--- config.mk ---
export PLATFORM = sky130hd
export DESIGN_NAME = arp_ram
export DESIGN_NICKNAME = d
export VERILOG_FILES = /design/src/design/arp_ram.sv
export SDC_FILE = /design/constraint.sdc
export NUM_CORES = 1
export LEC_CHECK = 0
export BUFFER_PORTS_ARGS = -buffer_cell sky130_fd_sc_hd__buf_2
export CAP_MARGIN = 40
export CORE_MARGIN = 2
export CORE_UTILIZATION = 60
export DETAILED_ROUTE_END_ITERATION = 12
export GPL_TIMING_DRIVEN = 0
export PLACE_DENSITY = 0.81
export SLEW_MARGIN = 40
export SYNTH_ARGS = -nofsm -noshare
export SYNTH_HDL_FRONTEND = slang
export SYNTH_SLANG_ARGS = --single-unit
--- constraint.sdc ---
create_clock -name i_clk -period 3.6 [get_ports i_clk]
set_input_delay 0.36 -clock i_clk [delete_from_list [all_inputs] [get_ports i_clk]]
set_output_delay 0.36 -clock i_clk [all_outputs]
set_load 0.01 [all_outputs]
--- src/design/arp_ram.sv ---
// ----------------------------------------------------------------------------
// arp_ram
// Generic simple dual-port RAM, one write and one registered read port.
// ----------------------------------------------------------------------------
module arp_ram #(
    parameter int WIDTH = 8,
    parameter int DEPTH = 16,
    localparam int AW   = (DEPTH > 1) ? $clog2(DEPTH) : 1
) (
    input  logic             i_clk,
    input  logic             i_we,
    input  logic [AW-1:0]    i_waddr,
    input  logic [WIDTH-1:0] i_wdata,
    input  logic             i_re,
    input  logic [AW-1:0]    i_raddr,
    output logic [WIDTH-1:0] o_rdata
);

    logic [WIDTH-1:0] r_mem [DEPTH];
    logic [WIDTH-1:0] r_rdata;

    always_ff @(posedge i_clk) begin
        if (i_we) begin
            r_mem[i_waddr] <= i_wdata;
        end
        if (i_re) begin
            r_rdata <= r_mem[i_raddr];
        end
    end

    assign o_rdata = r_rdata;

endmodule

==> impl_metrics.py <==
metrics = {
    "hold_path": {
        "hold_path_depth": 1,
        "hold_end": "o_rdata[7]",
        "holdCritPathClass": "primary input to flip-flop",
        "worstHoldStart": "i_re",
    },
    "synthesis": {
        "synth_area_leaders": "edfxtp_1 78%, mux4_2 7.8%, mux4_1 7.0%",
        "syn_nets": 248,
        "synthCells": 229,
        "syn_avg_cell_area_um2": 22.8,
        "ys_seq_elements": 136,
        "synth_seq_area_share": 0.781,
        "netlist.area_leader.share": 0.781,
        "synth_top_area_cell": "edfxtp_1",
        "ys_warn_count": 0,
        "syn_area_um2": 5230,
        "ys_types": 18,
    },
    "setup_path": {
        "r2r-end": "o_rdata[1]",
        "crit_fanout": 1,
        "cp-end-kind": "flip-flop",
        "rrSetupSlack_ns": 2.08,
        "critPathRequiredTime_ns": 3.86,
        "r2r_cells": 3,
        "crit_type": "flip-flop to flip-flop",
        "start_kind": "flip-flop",
        "worstPathArrival_ns": 1.78,
        "r2r_start": "r_mem[5][1]",
    },
    "clock_tree": {
        "cts.htree.levels": 4,
        "clockBufferDepth": 2,
        "post_cts_buffers": 0,
        "cts_made_buffers": 17,
        "cts_hold_buf": 0,
        "cts.sinks": 136,
        "root_buffer": "clkbuf_8",
        "cts_resized": 0,
        "cts_tree": "built",
        "cts.clk_slew.worst_paths_ns": 0.06,
        "clk_latency_ns": 0.51,
    },
    "finish": {
        "final_common_cell": "edfxtp_1",
        "syn_to_final_growth_pct": 16.5,
        "drive_above_1_share": 0.315,
        "diodes": 0,
        "nets": 293,
        "layout_common_cells": "136 x edfxtp_1, 28 x buf_2, 18 x mux4_2, 16 x a22oi_1, 16 x clkbuf_16",
    },
    "power_and_ir_drop": {
        "seqPwrFrac": 0.497,
        "p_comb_frac": 0.047,
        "max-vdd-ir-drop_v": 0.000428,
        "power_mw": 3.61,
        "p_clk_frac": 0.456,
        "switching_share": 0.198,
        "p_per_area_nw_per_um2": 593,
        "switchingPower_uw": 714,
        "p_int_mw": 2.90,
        "p_leak_nw": 2.04,
    },
    "routing": {
        "ant_nets": 0,
        "drt_wl_total_um": 9700,
        "via_per_inst": 6.33,
        "wl_per_cell_um": 24.6,
        "route.detailed.drc": 0,
        "first_pass_iters": 6,
        "vias": 2494,
        "first_iter_violations": 319,
    },
    "floorplanning": {
        "io_pins": 27,
        "die_w_um": 97.3,
        "coreArea_um2": 8590,
        "die_height_um": 97.3,
        "initial_core_util": 0.608,
        "rows": 34,
        "die_area_um2": 9480,
    },
    "timing": {
        "clock_skew_ns": 0.00915,
        "setup_violations": 0,
        "period_minus_slack_ns": 1.52,
        "fin_setup_tns_ns": 0,
        "hold_viol_final": 0,
        "tightest_slew_ns": 0.775,
        "slew_headroom": 0.481,
        "drv_slew": 0,
        "timing.fmax_ghz": 0.656,
        "rsz0062_at_grt": "false",
        "period_share": 0.424,
    },
    "place": {
        "place_congestion": 0.723,
        "place_hpwl_um": 6050,
        "port-buffer-count": 25,
    },
    "outcome": {
        "status": "complete, no violations",
    },
    "global_routing": {
        "first_global_vias": 2486,
        "antenna_found_initial": 0,
        "grt_usage": 0.219,
        "grt_max_degree": 17,
        "grt_pass1_wl_um": 14500,
        "overflow": 0,
    },
    "run": {
        "maxCapViolCount": 0,
    },
}
## worst max-delay path by stage
stage / startpoint / end / slack [ns] / cells past startpoint
2_1_floorplan: i_waddr[2] / r_mem[0][0] / 1.75 / 2
3_3_place_gp: i_waddr[2] / r_mem[0][0] / 1.27 / 3
3_5_place_dp: i_waddr[2] / r_mem[3][0] / 1.56 / 3
4_1_cts: r_mem[5][1] / o_rdata[1] / 2.04 / 3
5_1_grt: r_mem[5][1] / o_rdata[1] / 1.99 / 3
6_report: r_mem[5][1] / o_rdata[1] / 2.08 / 3
## sequential cells by signal, summed over array words and instances, names as in the netlist
register / cells
o_rdata: 8
r_mem: 128
## critical path: stages (launching register included)
cell	delay, ns
edfxtp_1	0.35
mux4_1	0.57
a22oi_1	0.24
nand2_1	0.11
## power by group through the flow
stage / Sequential (mW) / Combinational [mW] / Clock [mW]
after global routing: 1.80 / 0.182 / 1.72
after CTS: 1.79 / 0.170 / 1.66
final: 1.79 / 0.169 / 1.65
after floorplan: 1.83 / 0.0900 / 0
after global placement: 1.82 / 0.161 / 0
after detailed placement: 1.83 / 0.169 / 0
## cells by family (layout without fill, tap and decap cells)
kind of cell / Yosys count / after routing / share of synthesized area
and+or+nand+nor: 35 / 35 / 0.0314
AOI/OAI and AO/OA: 16 / 16 / 0.0230
DFF: 136 / 136 / 0.781
buffers and inverters: 10 / 67 / 0.0165
muxes: 32 / 32 / 0.148
## routing by layer
metal	part of all wire	track usage	wire, µm	vias up
li1	-	-	-	1074
met1	0.41	0.309	3970	1268
met2	0.50	0.340	4820	129
met3	0.072	0.0511	700	23
met4	0.021	0.0887	206	0
met5	0	0	0	-
## area by class of cell
| cell class | instances | area, µm² |
|---|---|---|
| Sequential cell | 136 | 4080 |
| Timing Repair Buffer | 26 | 133 |
| Fill cell | 501 | 2500 |
| Multi-Input combinational cell | 83 | 1080 |
| Tap cell | 108 | 135 |
| Clock inverter | 14 | 159 |
| Clock buffer | 17 | 414 |
| Buffer | 10 | 86.3 |
## cell usage after synthesis
| library cell | number |
|---|---|
| and2b_1 | 1 |
| nor2b_1 | 1 |
| nand2_1 | 9 |
| or3b_2 | 1 |
| nor3_1 | 4 |
| buf_4 | 1 |
| clkdlybuf4s25_2 | 3 |
| mux4_2 | 18 |
| a22oi_1 | 16 |
| nand3_1 | 1 |
| edfxtp_1 | 136 |
| nand2b_1 | 2 |
| nand3b_1 | 2 |
| buf_2 | 3 |
| nor2_1 | 13 |
| mux4_1 | 14 |
| and2_1 | 1 |
| buf_6 | 3 |
## metrics by stage
step	hold slack, ns	util	cells	setup slack, ns	instance area [µm²]
after floorplan	0.459	-	229	1.75	5230
after global placement	0.693	0.639	362	1.27	5490
after detailed placement	0.719	0.641	362	1.56	5510
after CTS	0.182	0.708	393	2.04	6080
after global routing	0.187	0.709	394	1.99	6090
final	0.188	0.709	394	2.08	6090
No activity file was read; power rests on OpenSTA's default activity.
