**src/design/arp_pkg.sv**
```systemverilog
// ----------------------------------------------------------------------------
// arp_pkg
// Shared types and constants for the axis reduction engine.
// ----------------------------------------------------------------------------
package arp_pkg;

    localparam int ACC_W        = 48;
    localparam int SAMPLE_IN_W  = 32;
    localparam int INDEX_OUT_W  = 16;
    localparam int LANE_OUT_W   = 8;
    localparam int OUT_DATA_W   = ACC_W + INDEX_OUT_W + LANE_OUT_W;
    localparam int CFG_IDX_W    = 2;
    localparam int CFG_DATA_W   = 17;

    localparam int DEF_MAX_INNER    = 256;
    localparam int DEF_MAX_LEN      = 65536;
    localparam int DEF_SAMPLE_WIDTH = 32;

    typedef enum logic [2:0] {
        OP_SUM    = 3'd0,
        OP_MEAN   = 3'd1,
        OP_MAX    = 3'd2,
        OP_MIN    = 3'd3,
        OP_ARGMAX = 3'd4,
        OP_ARGMIN = 3'd5
    } t_op;

    typedef enum logic [CFG_IDX_W-1:0] {
        CFG_OP    = 2'd0,
        CFG_LEN   = 2'd1,
        CFG_INNER = 2'd2
    } t_cfg_idx;

    typedef enum logic [1:0] {
        DIV_IDLE = 2'd0,
        DIV_BUSY = 2'd1,
        DIV_DONE = 2'd2
    } t_div_state;

    typedef struct packed {
        logic                    start;
        logic signed [ACC_W-1:0] dividend;
    } t_div_req;

    typedef struct packed {
        logic                    idle;
        logic                    valid;
        logic signed [ACC_W-1:0] quotient;
    } t_div_rsp;

endpackage

```
**src/design/arp_div.sv**
```systemverilog
// ----------------------------------------------------------------------------
// arp_div
// Bit-serial signed by unsigned divider, truncating toward zero.
// ----------------------------------------------------------------------------
module arp_div
    import arp_pkg::*;
#(
    parameter int DIV_W = 17
) (
    input  logic             i_clk,
    input  logic             i_rst_n,
    input  t_div_req         i_req,
    input  logic [DIV_W-1:0] i_divisor,
    input  logic             i_take,
    output t_div_rsp         o_rsp
);

    localparam int CNT_W = $clog2(ACC_W);

    t_div_state r_state, n_state;
    logic [ACC_W-1:0] r_quo;
    logic [DIV_W-1:0] r_rem;
    logic [DIV_W-1:0] r_dvs;
    logic [CNT_W-1:0] r_cnt;
    logic             r_neg;

    logic [DIV_W:0]   w_shift;
    logic [DIV_W:0]   w_diff;
    logic             w_step;
    logic             w_last;

    assign w_shift = {r_rem, r_quo[ACC_W-1]};
    assign w_diff  = w_shift - {1'b0, r_dvs};
    assign w_last  = (r_cnt == CNT_W'(ACC_W - 1));

    always_comb begin
        n_state = r_state;
        case (r_state)
            DIV_IDLE: if (i_req.start) n_state = DIV_BUSY;
            DIV_BUSY: if (w_last) n_state = DIV_DONE;
            DIV_DONE: if (i_take) n_state = DIV_IDLE;
            default:  n_state = DIV_IDLE;
        endcase
    end

    always_comb begin
        o_rsp.idle     = 1'b0;
        o_rsp.valid    = 1'b0;
        o_rsp.quotient = r_neg ? -$signed(r_quo) : $signed(r_quo);
        w_step         = 1'b0;
        case (r_state)
            DIV_IDLE: o_rsp.idle  = 1'b1;
            DIV_BUSY: w_step      = 1'b1;
            DIV_DONE: o_rsp.valid = 1'b1;
            default:  o_rsp.idle  = 1'b0;
        endcase
    end

    always_ff @(posedge i_clk) begin
        if (!i_rst_n) begin
            r_state <= DIV_IDLE;
        end else begin
            r_state <= n_state;
        end
    end

    always_ff @(posedge i_clk) begin
        if (o_rsp.idle && i_req.start) begin
            r_neg <= i_req.dividend[ACC_W-1];
            r_quo <= i_req.dividend[ACC_W-1] ? ACC_W'(-i_req.dividend)
                                              : ACC_W'(i_req.dividend);
            r_rem <= '0;
            r_dvs <= i_divisor;
            r_cnt <= '0;
        end else if (w_step) begin
            r_cnt <= r_cnt + 1'b1;
            if (!w_diff[DIV_W]) begin
                r_rem <= w_diff[DIV_W-1:0];
                r_quo <= {r_quo[ACC_W-2:0], 1'b1};
            end else begin
                r_rem <= w_shift[DIV_W-1:0];
                r_quo <= {r_quo[ACC_W-2:0], 1'b0};
            end
        end
    end

endmodule

```
**config.mk**
```make
export PLATFORM = sky130hd
export DESIGN_NAME = arp_div
export DESIGN_NICKNAME = d
export VERILOG_FILES = /design/src/design/arp_pkg.sv /design/src/design/arp_div.sv
export SDC_FILE = /design/constraint.sdc
export NUM_CORES = 1
export LEC_CHECK = 0
export BUFFER_PORTS_ARGS = -buffer_cell sky130_fd_sc_hd__buf_2
export CORE_MARGIN = 5
export CORE_UTILIZATION = 57
export DETAILED_ROUTE_END_ITERATION = 6
export PLACE_DENSITY = 0.87
export RECOVER_POWER = 100
export SETUP_SLACK_MARGIN = 0.15
export SYNTH_ARGS = -nofsm -noshare
export SYNTH_HDL_FRONTEND = slang
export SYNTH_SLANG_ARGS = --single-unit
```
**constraint.sdc**
```tcl
create_clock -name i_clk -period 3.5 [get_ports i_clk]
set_input_delay 0.175 -clock i_clk [delete_from_list [all_inputs] [get_ports i_clk]]
set_output_delay 0.175 -clock i_clk [all_outputs]
set_load 0.01 [all_outputs]
```
==> flow_metrics.env <==
export IMPL_p_clk_share_pct=24.5
export IMPL_failed_checks="capacitance limit, slew limit"
export IMPL_row_count=39
export IMPL_initial_utilization_pct=57.5
export IMPL_grt_first_pass_wirelength_um=26000
export IMPL_dr_total_vias=5654
export IMPL_clock_latency_ns=0.35
export IMPL_cp_data_arrival_time_ns=3.12
export IMPL_final_hold_viol_count=0
export IMPL_cts_buffer_depth=2
export IMPL_die_y_um=117
export IMPL_holdPathStages=1
export IMPL_ys_seq_elements=91
export IMPL_irDropWorstVdd_mv=0.477
export IMPL_fin_area_um2=7490
export IMPL_r2r_cells=10
export IMPL_ys_seq_area_share_pct=38.3
export IMPL_tritoncts="yes"
export IMPL_leakage_nw=2.82
export IMPL_drive_gt1_share_pct=13.7
export IMPL_wl_per_cell_um=16.5
export IMPL_ys_flop_type="edfxtp_1"
export IMPL_synth_top_area_share_pct=30.6
export IMPL_gp_congestion=0.899
export IMPL_rsz0062_at_grt="true"
export IMPL_switching_power_mw=1.57
export IMPL_min_period_over_period_pct=94.2
export IMPL_required_ns=3.32
export IMPL_hp_class="in -> reg"
export IMPL_finalSetupViolCount=0
export IMPL_p_int_mw=2.77
export IMPL_reg2reg_from="r_dvs[11]"
export IMPL_start_kind="flop"
export IMPL_die_area_um2=13600
export IMPL_finalClockSkew_ns=0.00594
export IMPL_yosysWarningCount=0
export IMPL_yosysUniqueCellTypes=61
export IMPL_synth_area_um2=6480
export IMPL_yosys_top_cells_count="nand2_1, o21ai_0, edfxtp_1"
export IMPL_synth_most_common_cell="nand2_1"
export IMPL_max_slew_margin_pct=-38.5
export IMPL_r2r_slack_ns=0.40
export IMPL_status="complete, but fails checks"
export IMPL_drv_slew=176
export IMPL_syn_mean_instance_area_um2=9.10
export IMPL_cts_buffers=9
export IMPL_first_iter_violations=515
export IMPL_power_total_mw=4.34
export IMPL_port_buffers=118
export IMPL_syn_num_nets=802
export IMPL_placed_area_um2=7180
export IMPL_sw_frac_of_total_pct=36.3
export IMPL_ant_nets=0
export IMPL_syn_inst=712
export IMPL_async_flop_share_pct=0
export IMPL_grt_ovfl_total=0
export IMPL_hpwlAfterDp_um=11600
export IMPL_first_global_vias=5383
export IMPL_finalCriticalPeriod_ns=3.30
export IMPL_antenna_found_initial=1
export IMPL_synth_edf_count=66
export IMPL_drt_wl_total_um=16100
export IMPL_postCtsSetupRepairBufs=0
export IMPL_cts_root_buf="clkbuf_16"
export IMPL_avgViaCountPerCell=5.79
export IMPL_cts_sinks=91
export IMPL_grt_use_total_pct=24.1
export IMPL_die_x_um=117
export IMPL_diodes=0
export IMPL_drtPass1Iterations=6
export IMPL_endpoint_kind="output pin"
export IMPL_p_seq_share_pct=38.5
export IMPL_drt_drc_violations_left=0
export IMPL_areaGrowthSynthToFinish_pct=15.6
export IMPL_clk_pin_slew_ns=0.07
export IMPL_yosys_area_top_type="edfxtp_1"
export IMPL_maxCapViolations=3
export IMPL_yosys_top_cells_area="edfxtp_1, xnor2_1, dfxtp_1"
export IMPL_max_freq_mhz=303
export IMPL_ios=119
export IMPL_core_um2=11300
export IMPL_path_class="reg -> out"
export IMPL_p_per_area_nw_per_um2=579
export IMPL_setup_tns_final_ns=0
export IMPL_grt_max_degree=96
export IMPL_fin_nets=918
export IMPL_crit_fanout=5
export IMPL_r2r_end="r_rem[6]"
export IMPL_min_from="i_divisor[1]"
export IMPL_htree_levels=3
export IMPL_nFillCells=970
export IMPL_combPwrFrac_pct=37.0
export IMPL_holdPathEnd="r_dvs[1]"
export IMPL_worst_pin_slew_ns=2.08
-- registers in the layout, summed over array words and instances (netlist names) --
register,flops
r_neg,1
r_cnt,6
r_quo,48
r_dvs,17
r_rem,17
r_state,2
-- metrics by stage --
step / hold WS, ns / util (%) / setup slack [ns] / instances
after floorplan: 0.274 / - / 0.840 / 712
after global placement: 0.351 / 63.7 / 0.579 / 950
after detailed placement: 0.353 / 63.7 / 0.522 / 950
after CTS: 0.000591 / 67.5 / 0.161 / 975
after global routing: 0.000930 / 66.5 / 0.0625 / 976
final: 0.00580 / 66.5 / 0.201 / 976
-- critical path: stages (launching register included) --
cell	delay, ns
edfxtp_1	0.44
or4_4	0.59
nor4_2	0.30
nand2b_1	0.19
nor3_2	0.30
nand3_1	0.22
o31ai_1	0.40
xnor2_1	0.17
clkbuf_1	0.17
-- what timing repair did --
action / 4_1_cts / 5_1_grt
resized for setup: 1 / 1
hold buffers: 9 / 1
setup endpoints to repair: 2 / 12
pin swaps: 0 / 0
endpoints found under the hold margin: 9 / 1
-- cell usage in the layout, fill, tap and decap left out, types with 22 or more instances in the layout --
cell      netlist  final
o31ai_1        27     29
edfxtp_1       66     66
a21oi_1        22     22
nand2_1       108    107
buf_2           1     73
xor2_1         51     51
o21ai_0        92     94
clkbuf_1       25     51
dfxtp_1        25     25
xnor2_1        59     59
inv_1          30     29
-- layer usage --
metal	global-route usage, %	part of all wire [%]	vias to the layer above
met4	8.56	2.1	2
met5	0	0.043	-
met3	4.04	6.4	28
met1	32.6	44	2616
li1	-	-	2800
met2	39.2	47	208
-- worst max path at each step --
stage	startpoint	endpoint	cells past startpoint
after floorplan	r_dvs[11]	r_rem[10]	11
after global placement	r_quo[14]	o_rsp[47]	8
final	r_quo[14]	o_rsp[35]	8
after CTS	r_quo[14]	o_rsp[32]	8
after detailed placement	r_dvs[11]	r_rem[6]	10
after global routing	r_quo[12]	o_rsp[39]	8
-- power groups by stage --
stage / combinational, mW / sequential (mW) / clock (mW)
after CTS: 1.65 / 1.66 / 1.07
after global routing: 1.78 / 1.70 / 1.11
after global placement: 1.60 / 1.66 / 0
final: 1.61 / 1.67 / 1.06
after floorplan: 1.17 / 1.62 / 0
after detailed placement: 1.63 / 1.68 / 0
-- logic make-up (layout without fill, tap and decap cells) --
kind of cell / Yosys count / after routing / synth area share, %
and+or+nand+nor: 220 / 220 / 17.1
AOI/OAI and AO/OA: 191 / 191 / 19.0
xor gates and xnor gates: 111 / 111 / 15.1
DFF: 91 / 91 / 38.3
buffers and inverters: 62 / 183 / 3.90
adders and majority gates: 21 / 21 / 4.17
muxes: 16 / 16 / 2.47
-- final cells by class --
type                       count  area (um^2)  area share [%]
sequential                    91         2480            33.1
inverter                      30          113            1.50
multi-input combinational    559         3710            49.5
clock buffer                  13          293            3.91
clock inverter                 3         40.0           0.534
tap                          143          179            2.39
timing repair buffer         137          676            9.02
No activity file was read; power rests on OpenSTA's default activity.
